`src/design/afp_pkg.sv`:
```
// shared widths, constants and divider handshake types for the frame pacer
// no dependencies
package afp_pkg;

  localparam int unsigned TimeW     = 40;
  localparam int unsigned IdealW    = 20;
  localparam int unsigned CountW    = 16;
  localparam int unsigned DeltaW    = 11;
  localparam int unsigned IntervalW = 14;
  localparam int unsigned AdaptW    = 15;
  localparam int unsigned WorkW     = 21;
  localparam int unsigned ProdW     = CountW + IdealW;
  localparam int unsigned NumW      = TimeW + 2;
  localparam int unsigned DenW      = IdealW + 1;
  localparam int unsigned QuotW     = DeltaW + 1;

  localparam logic [TimeW-1:0]  ONE_SECOND_US     = TimeW'(1000000);
  localparam logic [ProdW-1:0]  SPAN_ONE_US       = ProdW'(1000000);
  localparam logic [ProdW-1:0]  SPAN_HIGH_US      = ProdW'(1500000);
  localparam logic [ProdW-1:0]  SPAN_MID_US       = ProdW'(1300000);
  localparam logic [WorkW-1:0]  STEP_BIG_US       = WorkW'(2000);
  localparam logic [WorkW-1:0]  STEP_SMALL_US     = WorkW'(1000);
  localparam logic [WorkW-1:0]  ADAPT_CAP_US      = WorkW'(10000);
  localparam logic [AdaptW-1:0] ADAPT_RESET_US    = AdaptW'(16667);
  localparam logic [IdealW-1:0] IDEAL_RESET_US    = IdealW'(33333);
  localparam logic [DeltaW-1:0] DELTA_MAX         = {DeltaW{1'b1}};
  localparam logic [DeltaW-1:0] DELTA_GAP         = DeltaW'(2);
  localparam logic [CountW-1:0] COUNT_MAX         = {CountW{1'b1}};

  typedef struct packed {
    logic              start;
    logic [NumW-1:0]   num;
    logic [DenW-1:0]   den;
  } div_req_t;

  typedef struct packed {
    logic              done;
    logic [DeltaW-1:0] quot;
  } div_rsp_t;

endpackage

```
`src/design/afp_div.sv`:
```
// restoring divider, one quotient bit per cycle, quotient saturated at 2047
// depends on afp_pkg
module afp_div (
  input  logic              clk,
  input  logic              rst_n,
  input  afp_pkg::div_req_t req,
  output afp_pkg::div_rsp_t rsp
);

  logic [afp_pkg::NumW-1:0]  rem_r, rem_nxt;
  logic [afp_pkg::NumW-1:0]  dsr_r, dsr_nxt;
  logic [afp_pkg::QuotW-1:0] quot_r, quot_nxt;
  logic [3:0]                cnt_r, cnt_nxt;
  logic                      busy_r, busy_nxt;
  logic                      done_r, done_nxt;
  logic [afp_pkg::NumW:0]    trial;

  // one shared subtract and compare per cycle
  assign trial = {1'b0, rem_r} - {1'b0, dsr_r};

  always_comb begin
    rem_nxt  = rem_r;
    dsr_nxt  = dsr_r;
    quot_nxt = quot_r;
    cnt_nxt  = cnt_r;
    busy_nxt = busy_r;
    done_nxt = 1'b0;
    if (req.start) begin
      rem_nxt  = req.num;
      dsr_nxt  = afp_pkg::NumW'(req.den) << afp_pkg::DeltaW;
      quot_nxt = '0;
      cnt_nxt  = 4'(afp_pkg::DeltaW);
      busy_nxt = 1'b1;
    end else if (busy_r) begin
      if (!trial[afp_pkg::NumW]) begin
        rem_nxt = trial[afp_pkg::NumW-1:0];
      end
      quot_nxt = {quot_r[afp_pkg::QuotW-2:0], ~trial[afp_pkg::NumW]};
      dsr_nxt  = dsr_r >> 1;
      cnt_nxt  = cnt_r - 4'd1;
      if (cnt_r == 4'd0) begin
        busy_nxt = 1'b0;
        done_nxt = 1'b1;
      end
    end
  end

  always_ff @(posedge clk) begin
    if (!rst_n) begin
      busy_r <= 1'b0;
      done_r <= 1'b0;
      cnt_r  <= '0;
    end else begin
      busy_r <= busy_nxt;
      done_r <= done_nxt;
      cnt_r  <= cnt_nxt;
    end
    rem_r  <= rem_nxt;
    dsr_r  <= dsr_nxt;
    quot_r <= quot_nxt;
  end

  assign rsp.done = done_r;
  // top quotient bit set means 2048 or more
  assign rsp.quot = quot_r[afp_pkg::QuotW-1] ? afp_pkg::DELTA_MAX
                                              : quot_r[afp_pkg::DeltaW-1:0];

endmodule

```
`src/design/afp_mul.sv`:
```
// shared 16 x 20 multiplier with registered product
// depends on afp_pkg
module afp_mul (
  input  logic                       clk,
  input  logic [afp_pkg::CountW-1:0] a,
  input  logic [afp_pkg::IdealW-1:0] b,
  output logic [afp_pkg::ProdW-1:0]  p
);

  logic [afp_pkg::ProdW-1:0] p_r;

  always_ff @(posedge clk) begin
    p_r <= afp_pkg::ProdW'(a) * afp_pkg::ProdW'(b);
  end

  assign p = p_r;

endmodule

```
`src/design/adaptive_frame_pacer.sv`:
```
// adaptive frame pacer top level: sequencer, time state and output register
// depends on afp_pkg, afp_div, afp_mul
//
// usage:
//   in channel: one 40-bit tick time (us) per word, valid/stall handshake.
//   out channel: frame_delta (whole ideal frames since the frame mark,
//     rounded, saturating at 2047, 2 after a gap over 1 s) and the adaptive
//     wait next_interval_us (0..10000).
//   cfg channel: ideal interval (us), valid/ready, always ready; write it
//     only while no tick is in flight.
//   each tick passes from acceptance to the output register through the
//     window step, the span compare, the shared divider on the rounded
//     frame count, the frame mark and the push, in that order.
//   in_stall is high while a tick is in work, so no new tick is taken
//     until the push. the output register lets a new tick be accepted while
//     the previous result waits; a stalled receiver holds the finished tick
//     in its last step until the output register frees.
//   synchronous reset clears the sequencer, the seed flag and the counters;
//     the ideal interval returns to 33333 and the adaptive interval to 16667.
module adaptive_frame_pacer (
  input  logic                          clk,
  input  logic                          rst_n,
  input  logic                          in_valid,
  output logic                          in_stall,
  input  logic [afp_pkg::TimeW-1:0]     in_now_us,
  output logic                          out_valid,
  input  logic                          out_stall,
  output logic [afp_pkg::DeltaW-1:0]    out_frame_delta,
  output logic [afp_pkg::IntervalW-1:0] out_next_interval_us,
  input  logic                          cfg_valid,
  output logic                          cfg_ready,
  input  logic [afp_pkg::IdealW-1:0]    cfg_ideal_interval_us
);

  localparam logic [2:0] S_IDLE = 3'd0;
  localparam logic [2:0] S_ADJ  = 3'd1;
  localparam logic [2:0] S_SPAN = 3'd2;
  localparam logic [2:0] S_DIV  = 3'd3;
  localparam logic [2:0] S_MARK = 3'd4;
  localparam logic [2:0] S_PUSH = 3'd5;

  logic [2:0]                       state_r, state_nxt;
  logic [afp_pkg::IdealW-1:0]       ideal_r;
  logic [afp_pkg::IdealW-1:0]       prev_ideal_r;
  logic                             seeded_r;
  logic [afp_pkg::TimeW-1:0]        now_r;
  logic [afp_pkg::TimeW-1:0]        window_start_r;
  logic [afp_pkg::TimeW-1:0]        prev_tick_r;
  logic [afp_pkg::TimeW-1:0]        frame_mark_r;
  logic [afp_pkg::AdaptW-1:0]       adaptive_r;
  logic [afp_pkg::CountW-1:0]       tick_count_r;
  logic [afp_pkg::WorkW-1:0]        adapt_work_r;
  logic                             close_r;
  logic                             gap_r;
  logic                             neg_r;
  logic [afp_pkg::DeltaW-1:0]       delta_r;
  logic                             out_valid_r;
  logic [afp_pkg::DeltaW-1:0]       out_delta_r;
  logic [afp_pkg::IntervalW-1:0]    out_interval_r;

  logic                             in_take;
  logic                             out_free;
  logic [afp_pkg::TimeW:0]          win_diff;
  logic [afp_pkg::TimeW:0]          gap_diff;
  logic [afp_pkg::TimeW:0]          mark_diff;
  logic [afp_pkg::IdealW-1:0]       div_w;
  logic [afp_pkg::CountW-1:0]       tick_inc;
  logic [afp_pkg::WorkW-1:0]        adapt_sel;
  logic [afp_pkg::WorkW-1:0]        adapt_adj;
  logic [afp_pkg::WorkW-1:0]        adapt_cap;
  logic [afp_pkg::DeltaW-1:0]       delta_w;
  logic [afp_pkg::CountW-1:0]       mul_a;
  logic [afp_pkg::ProdW-1:0]        mul_p;
  afp_pkg::div_req_t                div_req;
  afp_pkg::div_rsp_t                div_rsp;

  assign in_stall  = (state_r != S_IDLE);
  assign in_take   = in_valid && !in_stall;
  assign cfg_ready = 1'b1;
  assign out_free  = !out_valid_r || !out_stall;

  // differences are 41-bit two's complement, bit 40 is the sign
  assign win_diff  = {1'b0, now_r} - {1'b0, window_start_r};
  assign gap_diff  = {1'b0, now_r} - {1'b0, prev_tick_r};
  assign mark_diff = {1'b0, now_r} - {1'b0, frame_mark_r};

  assign div_w    = (ideal_r == '0) ? afp_pkg::IdealW'(1) : ideal_r;
  assign tick_inc = (tick_count_r != afp_pkg::COUNT_MAX) ? tick_count_r + 1'b1
                                                         : tick_count_r;
  assign adapt_sel = (prev_ideal_r > ideal_r) ? afp_pkg::WorkW'(ideal_r)
                                              : afp_pkg::WorkW'(adaptive_r);

  // rounded quotient (2*diff + div) / (2*div)
  assign div_req.start = (state_r == S_ADJ);
  assign div_req.num   = {1'b0, mark_diff[afp_pkg::TimeW-1:0], 1'b0}
                       + afp_pkg::NumW'(div_w);
  assign div_req.den   = {div_w, 1'b0};

  afp_div u_div (
    .clk   (clk),
    .rst_n (rst_n),
    .req   (div_req),
    .rsp   (div_rsp)
  );

  assign delta_w = gap_r ? afp_pkg::DELTA_GAP : (neg_r ? '0 : div_rsp.quot);
  assign mul_a   = (state_r == S_ADJ) ? tick_inc : afp_pkg::CountW'(delta_w);

  afp_mul u_mul (
    .clk (clk),
    .a   (mul_a),
    .b   (ideal_r),
    .p   (mul_p)
  );

  // window adjustment from count times ideal interval
  always_comb begin
    adapt_adj = adapt_work_r;
    if (close_r) begin
      if (mul_p > afp_pkg::SPAN_HIGH_US) begin
        adapt_adj = adapt_work_r + afp_pkg::STEP_BIG_US;
      end else if (mul_p > afp_pkg::SPAN_MID_US) begin
        adapt_adj = adapt_work_r + afp_pkg::STEP_SMALL_US;
      end else if (mul_p < afp_pkg::SPAN_ONE_US) begin
        adapt_adj = (adapt_work_r > afp_pkg::STEP_SMALL_US)
                  ? adapt_work_r - afp_pkg::STEP_SMALL_US : '0;
      end
    end
    adapt_cap = (adapt_adj > afp_pkg::ADAPT_CAP_US) ? afp_pkg::ADAPT_CAP_US
                                                    : adapt_adj;
  end

  always_comb begin
    state_nxt = state_r;
    unique case (state_r)
      S_IDLE: begin
        if (in_take) state_nxt = S_ADJ;
      end
      S_ADJ:  state_nxt = S_SPAN;
      S_SPAN: state_nxt = S_DIV;
      S_DIV: begin
        if (div_rsp.done) state_nxt = S_MARK;
      end
      S_MARK: state_nxt = S_PUSH;
      S_PUSH: begin
        if (out_free) state_nxt = S_IDLE;
      end
      default: state_nxt = S_IDLE;
    endcase
  end

  always_ff @(posedge clk) begin
    if (!rst_n) begin
      state_r      <= S_IDLE;
      ideal_r      <= afp_pkg::IDEAL_RESET_US;
      prev_ideal_r <= afp_pkg::IDEAL_RESET_US;
      seeded_r     <= 1'b0;
      adaptive_r   <= afp_pkg::ADAPT_RESET_US;
      tick_count_r <= '0;
      out_valid_r  <= 1'b0;
      window_start_r <= '0;
      prev_tick_r  <= '0;
      frame_mark_r <= '0;
    end else begin
      state_r <= state_nxt;
      if (cfg_valid && cfg_ready) begin
        ideal_r <= cfg_ideal_interval_us;
      end
      if (in_take && !seeded_r) begin
        seeded_r       <= 1'b1;
        window_start_r <= in_now_us;
        prev_tick_r    <= in_now_us;
        frame_mark_r   <= in_now_us;
      end
      if (state_r == S_ADJ) begin
        prev_ideal_r <= ideal_r;
        tick_count_r <= tick_inc;
      end
      if (state_r == S_SPAN) begin
        adaptive_r <= afp_pkg::AdaptW'(adapt_cap);
        if (close_r) begin
          window_start_r <= now_r;
          tick_count_r   <= '0;
        end
      end
      if (state_r == S_MARK) begin
        prev_tick_r <= now_r;
        if (gap_r) begin
          frame_mark_r <= now_r;
        end else if (!neg_r) begin
          frame_mark_r <= frame_mark_r + afp_pkg::TimeW'(mul_p[30:0]);
        end
      end
      if (state_r == S_PUSH && out_free) begin
        out_valid_r <= 1'b1;
      end else if (out_valid_r && !out_stall) begin
        out_valid_r <= 1'b0;
      end
    end
    if (in_take) begin
      now_r <= in_now_us;
    end
    if (state_r == S_ADJ) begin
      adapt_work_r <= adapt_sel;
      close_r <= !win_diff[afp_pkg::TimeW]
              && (win_diff[afp_pkg::TimeW-1:0] > afp_pkg::ONE_SECOND_US);
      gap_r   <= !gap_diff[afp_pkg::TimeW]
              && (gap_diff[afp_pkg::TimeW-1:0] > afp_pkg::ONE_SECOND_US);
      neg_r   <= mark_diff[afp_pkg::TimeW];
    end
    if (state_r == S_DIV && div_rsp.done) begin
      delta_r <= delta_w;
    end
    if (state_r == S_PUSH && out_free) begin
      out_delta_r    <= delta_r;
      out_interval_r <= adaptive_r[afp_pkg::IntervalW-1:0];
    end
  end

  assign out_valid            = out_valid_r;
  assign out_frame_delta      = out_delta_r;
  assign out_next_interval_us = out_interval_r;

endmodule

```
`config.mk`:
```
export PLATFORM = sky130hd
export DESIGN_NAME = adaptive_frame_pacer
export DESIGN_NICKNAME = d
export VERILOG_FILES = /design/src/design/afp_pkg.sv /design/src/design/afp_div.sv /design/src/design/afp_mul.sv /design/src/design/adaptive_frame_pacer.sv
export SDC_FILE = /design/constraint.sdc
export NUM_CORES = 2
export LEC_CHECK = 0
export BUFFER_PORTS_ARGS = -buffer_cell sky130_fd_sc_hd__buf_2
export CORE_ASPECT_RATIO = 0.9
export CORE_UTILIZATION = 65
export CTS_CLUSTER_SIZE = 12
export DETAILED_ROUTE_END_ITERATION = 6
export GPL_TIMING_DRIVEN = 0
export MAX_ROUTING_LAYER = met4
export PLACE_DENSITY = 0.93
export SYNTH_ARGS = -nofsm -noshare
export SYNTH_HDL_FRONTEND = slang
export SYNTH_SLANG_ARGS = --single-unit
export TNS_END_PERCENT = 50
```
`constraint.sdc`:
```
create_clock -name clk -period 10.2 [get_ports clk]
set_clock_uncertainty 0.1 [all_clocks]
set_input_delay 2.55 -clock clk [delete_from_list [all_inputs] [get_ports clk]]
set_output_delay 2.55 -clock clk [all_outputs]
set_load 0.03 [all_outputs]
```
After elaboration in Yosys (flattened, before gate mapping)
Cells that the tools add are included.
- bits in registers: 424
- output and inout bits: 28
- logic and storage cells: 128
- add/subtract/negate cells: 11
- multipliers: 1
- $lt $le $gt $ge: 8
- equality and inequality tests: 10
- mux-type cells: 42
- bitwise gates (word level): 3
- reduce and logical (&&, ||, !) cells: 25
- operators with widths (operator ; number):
    $mux W40 ; 9
    $mux W42 ; 3
    $sub A40 B40 Y41 ; 3
    $mux W21 ; 5
    $gt A40 B20 Y1 const B ; 2
    $mux W16 ; 5
    $gt A36 B21 Y1 const B ; 2
    $mux W32 ; 2
    $sub A42 B32 Y43 ; 1
    $add A41 B20 Y42 ; 1
    $add A40 B31 Y40 ; 1
    $lt A36 B20 Y1 const B ; 1
    $mul A16 B20 Y36 ; 1
    $mux W11 ; 3
    $mux W15 ; 2
    $add A21 B10 Y21 const B ; 1
    $add A21 B11 Y21 const B ; 1
    $gt A21 B10 Y1 const B ; 1
    $gt A21 B14 Y1 const B ; 1
    $sub A21 B10 Y21 const B ; 1
    $gt A20 B20 Y1 ; 1
    $logic_not A20 Y1 ; 1
    $mux W20 ; 1
    $pmux W3 S6 ; 1
    other kinds (23) ; 50

Depth between registers and ports, before layout
- depth in word-level cells: 8
- gate-level depth with buffers: 39
- mapped depth without buffers: 36

Cells and area by module
From an unflattened synthesis, not the netlist that was laid out.
- cells, all modules: 5045
- area total of the unflattened synthesis: 41930.2 sq um
- by module, submodules not included (module ; times used ; cells each ; area an instance (sq um)):
    adaptive_frame_pacer ; 1 ; 3083 ; 24422.2
    afp_mul ; 1 ; 1265 ; 11324.6
    afp_div ; 1 ; 697 ; 6183.4

Worst setup path after synthesis
OpenSTA, ideal clock, no wires.
- path type: register to register
- start: reg tick_count_r[6] (netlist bit)
- end: reg u_mul.p_r (netlist bit u_mul.p[35])
- arrival: 8.503 ns
- required time: 10.028 ns
- setup slack: 1.525 ns
- stages on the path, launching flop included: 39
- path buffers: 3
- period minus slack after synthesis: 8.675 ns
- path through: dfxtp_1 clkbuf_1 nand2_1 nor2_1 and3_1 and3_1 and3_1 clkbuf_1 nand3_1 and2_1 nand3_1 nor2_1 xnor2_1 o21ai_0 clkbuf_1 nand2_1 fa_1 inv_1 [3 not listed] inv_1 fa_1 fa_1 inv_1 fa_1 inv_1 ha_1 and4_1 a221o_1 a31oi_1 o31ai_1 nand2_1 a211o_1 o2111ai_1 a221oi_1 o21ai_0 a21oi_1 xnor2_1
- cells in the longest elaborated chain, start to end: 4
- elaborated cells between the ends (all ways): 5
- those cells by class: 1 x add/sub; 1 x mul; 1 x eq/ne; 2 x mux
- RTL lines (item ; RTL line ; source):
    start, declared ; adaptive_frame_pacer.sv:51 ; logic [afp_pkg::CountW-1:0] tick_count_r;
    start signal, assigned ; adaptive_frame_pacer.sv:177 ; tick_count_r <= tick_inc;
    $add A16 B1 Y16 or $ne A16 B16 Y1 (tied branches) ; adaptive_frame_pacer.sv:88 ; assign tick_inc = (tick_count_r != afp_pkg::COUNT_MAX) ? tick_count_r + 1'b1
    $mux W16 * ; adaptive_frame_pacer.sv:88 ;
    $mux W16 * ; adaptive_frame_pacer.sv:107 ; assign mul_a = (state_r == S_ADJ) ? tick_inc : afp_pkg::CountW'(delta_w);
    $mul A16 B20 Y36 * ; afp_mul.sv:13 ; p_r <= afp_pkg::ProdW'(a) * afp_pkg::ProdW'(b);
    end signal, assigned ; afp_mul.sv:13 ;
    end, declared ; afp_mul.sv:10 ; logic [afp_pkg::ProdW-1:0] p_r;
Mark *: on every way between the ends. The rest lies on a longest branch, timed or not.
A chain may end at the register's enable or synchronous reset.

Worst setup path after layout
- start: reg neg_r
- end: reg u_mul.p_r (netlist bit u_mul.p[30])
- cells in the longest elaborated chain, start to end: 4
- RTL lines (item ; RTL line ; source):
    start, declared ; adaptive_frame_pacer.sv:55 ; logic neg_r;
    start signal, assigned ; adaptive_frame_pacer.sv:209 ; neg_r <= mark_diff[afp_pkg::TimeW];
    $mux W11 (2 in a row) ; adaptive_frame_pacer.sv:106 ; assign delta_w = gap_r ? afp_pkg::DELTA_GAP : (neg_r ? '0 : div_rsp.quot);
    net delta_w (one bit) ; adaptive_frame_pacer.sv:71 ; logic [afp_pkg::DeltaW-1:0] delta_w;
    $mux W16 ; adaptive_frame_pacer.sv:107 ;
    $mul A16 B20 Y36 ; afp_mul.sv:13 ;
The timed path passes the listed nets, and every way through them passes these cells.

==> summary.md <==
| Metric | Value |
|---|---|
| Status | `finished clean` |
| Main synth FF type | `dfxtp_1` |
| Layout area overhead | `7.64%` |
| Vias/cell | `6.62` |
| Fraction of layout cells with a size suffix above 1 | `under 10%` |
| Final-stage net count | `5643` |
| Core Box Area | `slightly above 60000 sq um` |
| Reg-to-Reg Start | `neg_r$_DFFE_PP_` |
| Number of global-route vias before repair | `between 30000 and 40000` |
| DP Cell Count | `5771` |
| Headroom to the max-slew limit | `just over 6%` |
| CTS Buffer Depth | `3` |
| Post-synth top area cell | `dfxtp_1` |
| Multi-input logic area | `approximately 28000 sq um` |
| Final period utilization | `between 90% and 100%` |
| Cells after Synth | `4842` |
| WP data required | `about 11 ns` |
| Ports | `93` |
| Share of Yosys cell area claimed by the top area cell type | `between 10% and 20%` |
| Non-filler cells, final | `~5900` |
| Die W | `266 microns` |
| Starting Density | `between 60% and 70%` |
| Unique cell type count in the Yosys netlist | `between 100 and 150` |
| Element type at the critical path start | `flop` |
| Final worst hold slack | `~0.29 ns` |
| Later-pin clock latency in the skew report | `about 0.62 ns` |
| Synth warn | `0` |
| TNS Setup | `0 ns` |
| Global-route wire length before repair | `slightly above 200000 microns` |
| Die ar. | `between 60000 and 70000 sq um` |
| Num rows | `86` |
| Drt initial violations | `a little under 6000` |
| Hold path startpoint | `delta_r[9]$_DFFE_PP_` |
| Reg area | `10100 sq um` |
| PwrDens | `around 170 nW/um^2` |
| Reg2reg end | `u_mul.p[30]$_DFF_P_` |
| Min-delay worst type | `flop to flop` |
| Max VDD drop | `between 0.1 and 0.15 mV` |
| Area contributors post-synth | `dfxtp_1 (13%), fa_1 (13%), edfxtp_1 (12%)` |
| Dpl hpwl | `between 100000 and 150000 microns` |
| Synthesized Nets | `5500` |
| GPL Wtd Cong | `around 1.1` |
| Register bit total from synthesis | `approximately 420` |
| R2r setup slk | `0.14 ns` |
| Slew Viols, Final | `0` |
| DRT Wirelength | `134000 microns` |
| DRC | `0` |
| Clock net sink count | `between 400 and 500` |
| GRT Util Overall | `approximately 43%` |
| Die height | `between 200 and 250 microns` |
| Crit-path max FO | `10` |
| Number of flops mapped to enable cells by yosys | `around 160` |
| Filler cells | `between 4000 and 5000` |
| Overflow after GRT | `0` |
| Buffers on Ports | `90` |
| CTS tree | `done` |
| Mean post-synth cell area | `about 8.4 sq um` |
| DR vias | `between 30000 and 40000` |
| CTS Hold Bufs | `0` |
| DRT Pass-1 Iters | `7` |
| Number of cells on the worst hold path | `0` |
| Crit. End Element | `flop` |
| Clock period minus worst slack | `~10 ns` |
| Async set-reset flop share out of synthesis | `0%` |
| Mapped cell area | `40700 sq um` |
| CP peak stage delay | `1.02 ns` |
| Fmax | `between 90 and 100 MHz` |
| Maximum Capacitance Violations | `0` |
| CP max-delay cell | `o21ai_0` |
| Worst path bufs/invs | `5` |
| Antenna violations before repair | `2` |
| Crit-path most repeated cell | `fa_1` |
| Largest net degree at the start of global routing | `33` |
| Crit Path Category | `flop to flop` |
| H-tree depth | `2` |
| Worst r2r path cells | `28` |
| Clock transition at path regs | `roughly 0.070 ns` |
| Final Hold Viols | `0` |
| Least-Margin Pin Slew | `approximately 1.4 ns` |
| Final ANT Viol Nets | `0` |
| CTS root buffer | `clkbuf_16` |
| DR WL/cell | `about 23 microns` |
| Pleak | `approximately 19 nW` |
| Final setup viols | `0` |
| Inserted Clock Buffers | `47` |
| CP top delay family | `compound AO/OA/AOI/OAI gates` |
| CP Data Arrival Time | `around 10 ns` |
| Hold endpoint | `out_frame_delta[9]$_DFFE_PP_` |
| Sequential-to-total area share from yosys stat | `between 20 and 25%` |
==> cells by family (layout without fill, tap and decap cells) <==
group                      count (synthesis)  count (layout)  share of synthesized area [%]
and+or+nand+nor                         1465            1465                           17.5
AOI/OAI and AO/OA                       1281            1281                           20.3
buffers and inverters                    773             954                           7.48
adders and majority gates                593             593                           23.0
DFF                                      423             423                           24.8
xor gates and xnor gates                 224             224                           4.82
muxes                                     82              82                           2.08
other                                      1               2                        0.00922
==> per-layer routing <==
layer | part of all wire (%) | up-vias | GRT usage (%)
met5 | 0 | - | -
met4 | 5.3 | 0 | 19.7
met3 | 15 | 496 | 11.4
met2 | 41 | 2798 | 60.2
met1 | 39 | 18300 | 57.7
li1 | - | 17200 | -
==> through the flow <==
stage | power [W] | setup WS, ns | cell area (sq um) | utilization, %
2_1_floorplan | 0.00462 | 1.53 | 40700 | -
3_3_place_gp | 0.00543 | 0.127 | 42200 | 68.5
3_5_place_dp | 0.00552 | -0.0714 | 42200 | 68.6
4_1_cts | 0.00724 | 0.0341 | 43700 | 71.1
5_1_grt | 0.00775 | -0.0130 | 43800 | 71.1
6_report | 0.00742 | 0.145 | 43800 | 71.1
==> cell type report <==
type / count / share of cell area (%)
antenna: 1 / 0.00572
buffer: 248 / 2.47
clock buffer: 76 / 3.24
clock inverter: 11 / 0.177
inverter: 525 / 4.50
multi-input combinational: 3646 / 63.0
sequential: 423 / 23.0
tap: 836 / 2.39
timing repair buffer: 94 / 1.17
==> worst max-delay path by stage <==
| stage | start | endpoint | slack, ns | cells after the start |
|---|---|---|---|---|
| detailed placement | tick_count_r[6]$_SDFF_PN0_ | u_mul.p[35]$_DFF_P_ | -0.07 | 38 |
| floorplan | tick_count_r[6]$_SDFF_PN0_ | u_mul.p[35]$_DFF_P_ | 1.53 | 38 |
| finish | neg_r$_DFFE_PP_ | u_mul.p[30]$_DFF_P_ | 0.14 | 28 |
| CTS | tick_count_r[6]$_SDFF_PN0_ | u_mul.p[35]$_DFF_P_ | 0.03 | 35 |
| global route | tick_count_r[6]$_SDFF_PN0_ | u_mul.p[30]$_DFF_P_ | -0.01 | 34 |
| global placement | tick_count_r[6]$_SDFF_PN0_ | u_mul.p[35]$_DFF_P_ | 0.13 | 38 |
==> cells in the final DEF, fill, tap and decap left out, drive strengths merged, types with 31 or more instances in the layout <==
cell type and count:
a211oi 31, a21o 138, nand2b 50, a221oi 62
nor2b 37, nand2 418, nor3 75, fa 256
edfxtp 161, nor4 34, a21oi 402, xor2 77
and2 155, xnor2 147, dfxtp 262, inv 529
a31oi 33, o211ai 34, and3 37, buf 116
nor2 385, nand3 126, o21a 63, clkbuf 301
nand4 41, mux2i 61, ha 337, o21ai 281
==> cell usage after synthesis (14+ instances only) <==
cell and count:
dfxtp_1 262, o31ai_1 26, edfxtp_1 161, nand4_1 41
o21ai_0 272, nor4_1 33, mux2_2 21, and3_1 37
a31oi_1 33, nand2b_1 48, a2111oi_0 19, a21o_1 138
nand3_1 126, fa_1 256, nor2b_1 37, a221oi_1 61
or2_2 16, and2_1 154, or3_1 22, a21oi_1 402
nor3_1 74, nand2_1 415, o211ai_1 33, o21bai_1 26
xnor2_1 147, xor2_1 77, clkbuf_1 220, o21a_1 63
nor2_1 384, a211oi_1 31, mux2i_1 61, inv_1 525
ha_1 337, o221ai_1 14
==> report_power, final <==
group	internal, W	leakage (nW)	total [W]	switching, W
Combinational	0.00129	14.3	0.00343	0.00214
Clock	0.000958	0.732	0.00174	0.000782
Sequential	0.00203	3.66	0.00225	0.000221
Total	0.00428	18.7	0.00742	0.00314
==> flip-flops by register name, summed over array words and instances (netlist names), 3 cells and up <==
signal                cells
prev_tick_r              40
u_mul.p                  36
window_start_r           40
tick_count_r             16
delta_r                  11
u_div.dsr_r              32
out_frame_delta          11
adaptive_r               15
adapt_work_r             20
state_r                   3
u_div.rem_r              42
frame_mark_r             40
now_r                    40
prev_ideal_r             20
u_div.cnt_r               4
u_div.quot_r             12
out_next_interval_us     14
ideal_r                  20
==> timing repair <==
item                                    CTS  global route
pin swaps                                 0             1
buffers inserted                          0             1
endpoints found under the setup margin    2             8
gates resized for setup                   2            15
(Power assumes the default switching activity.)
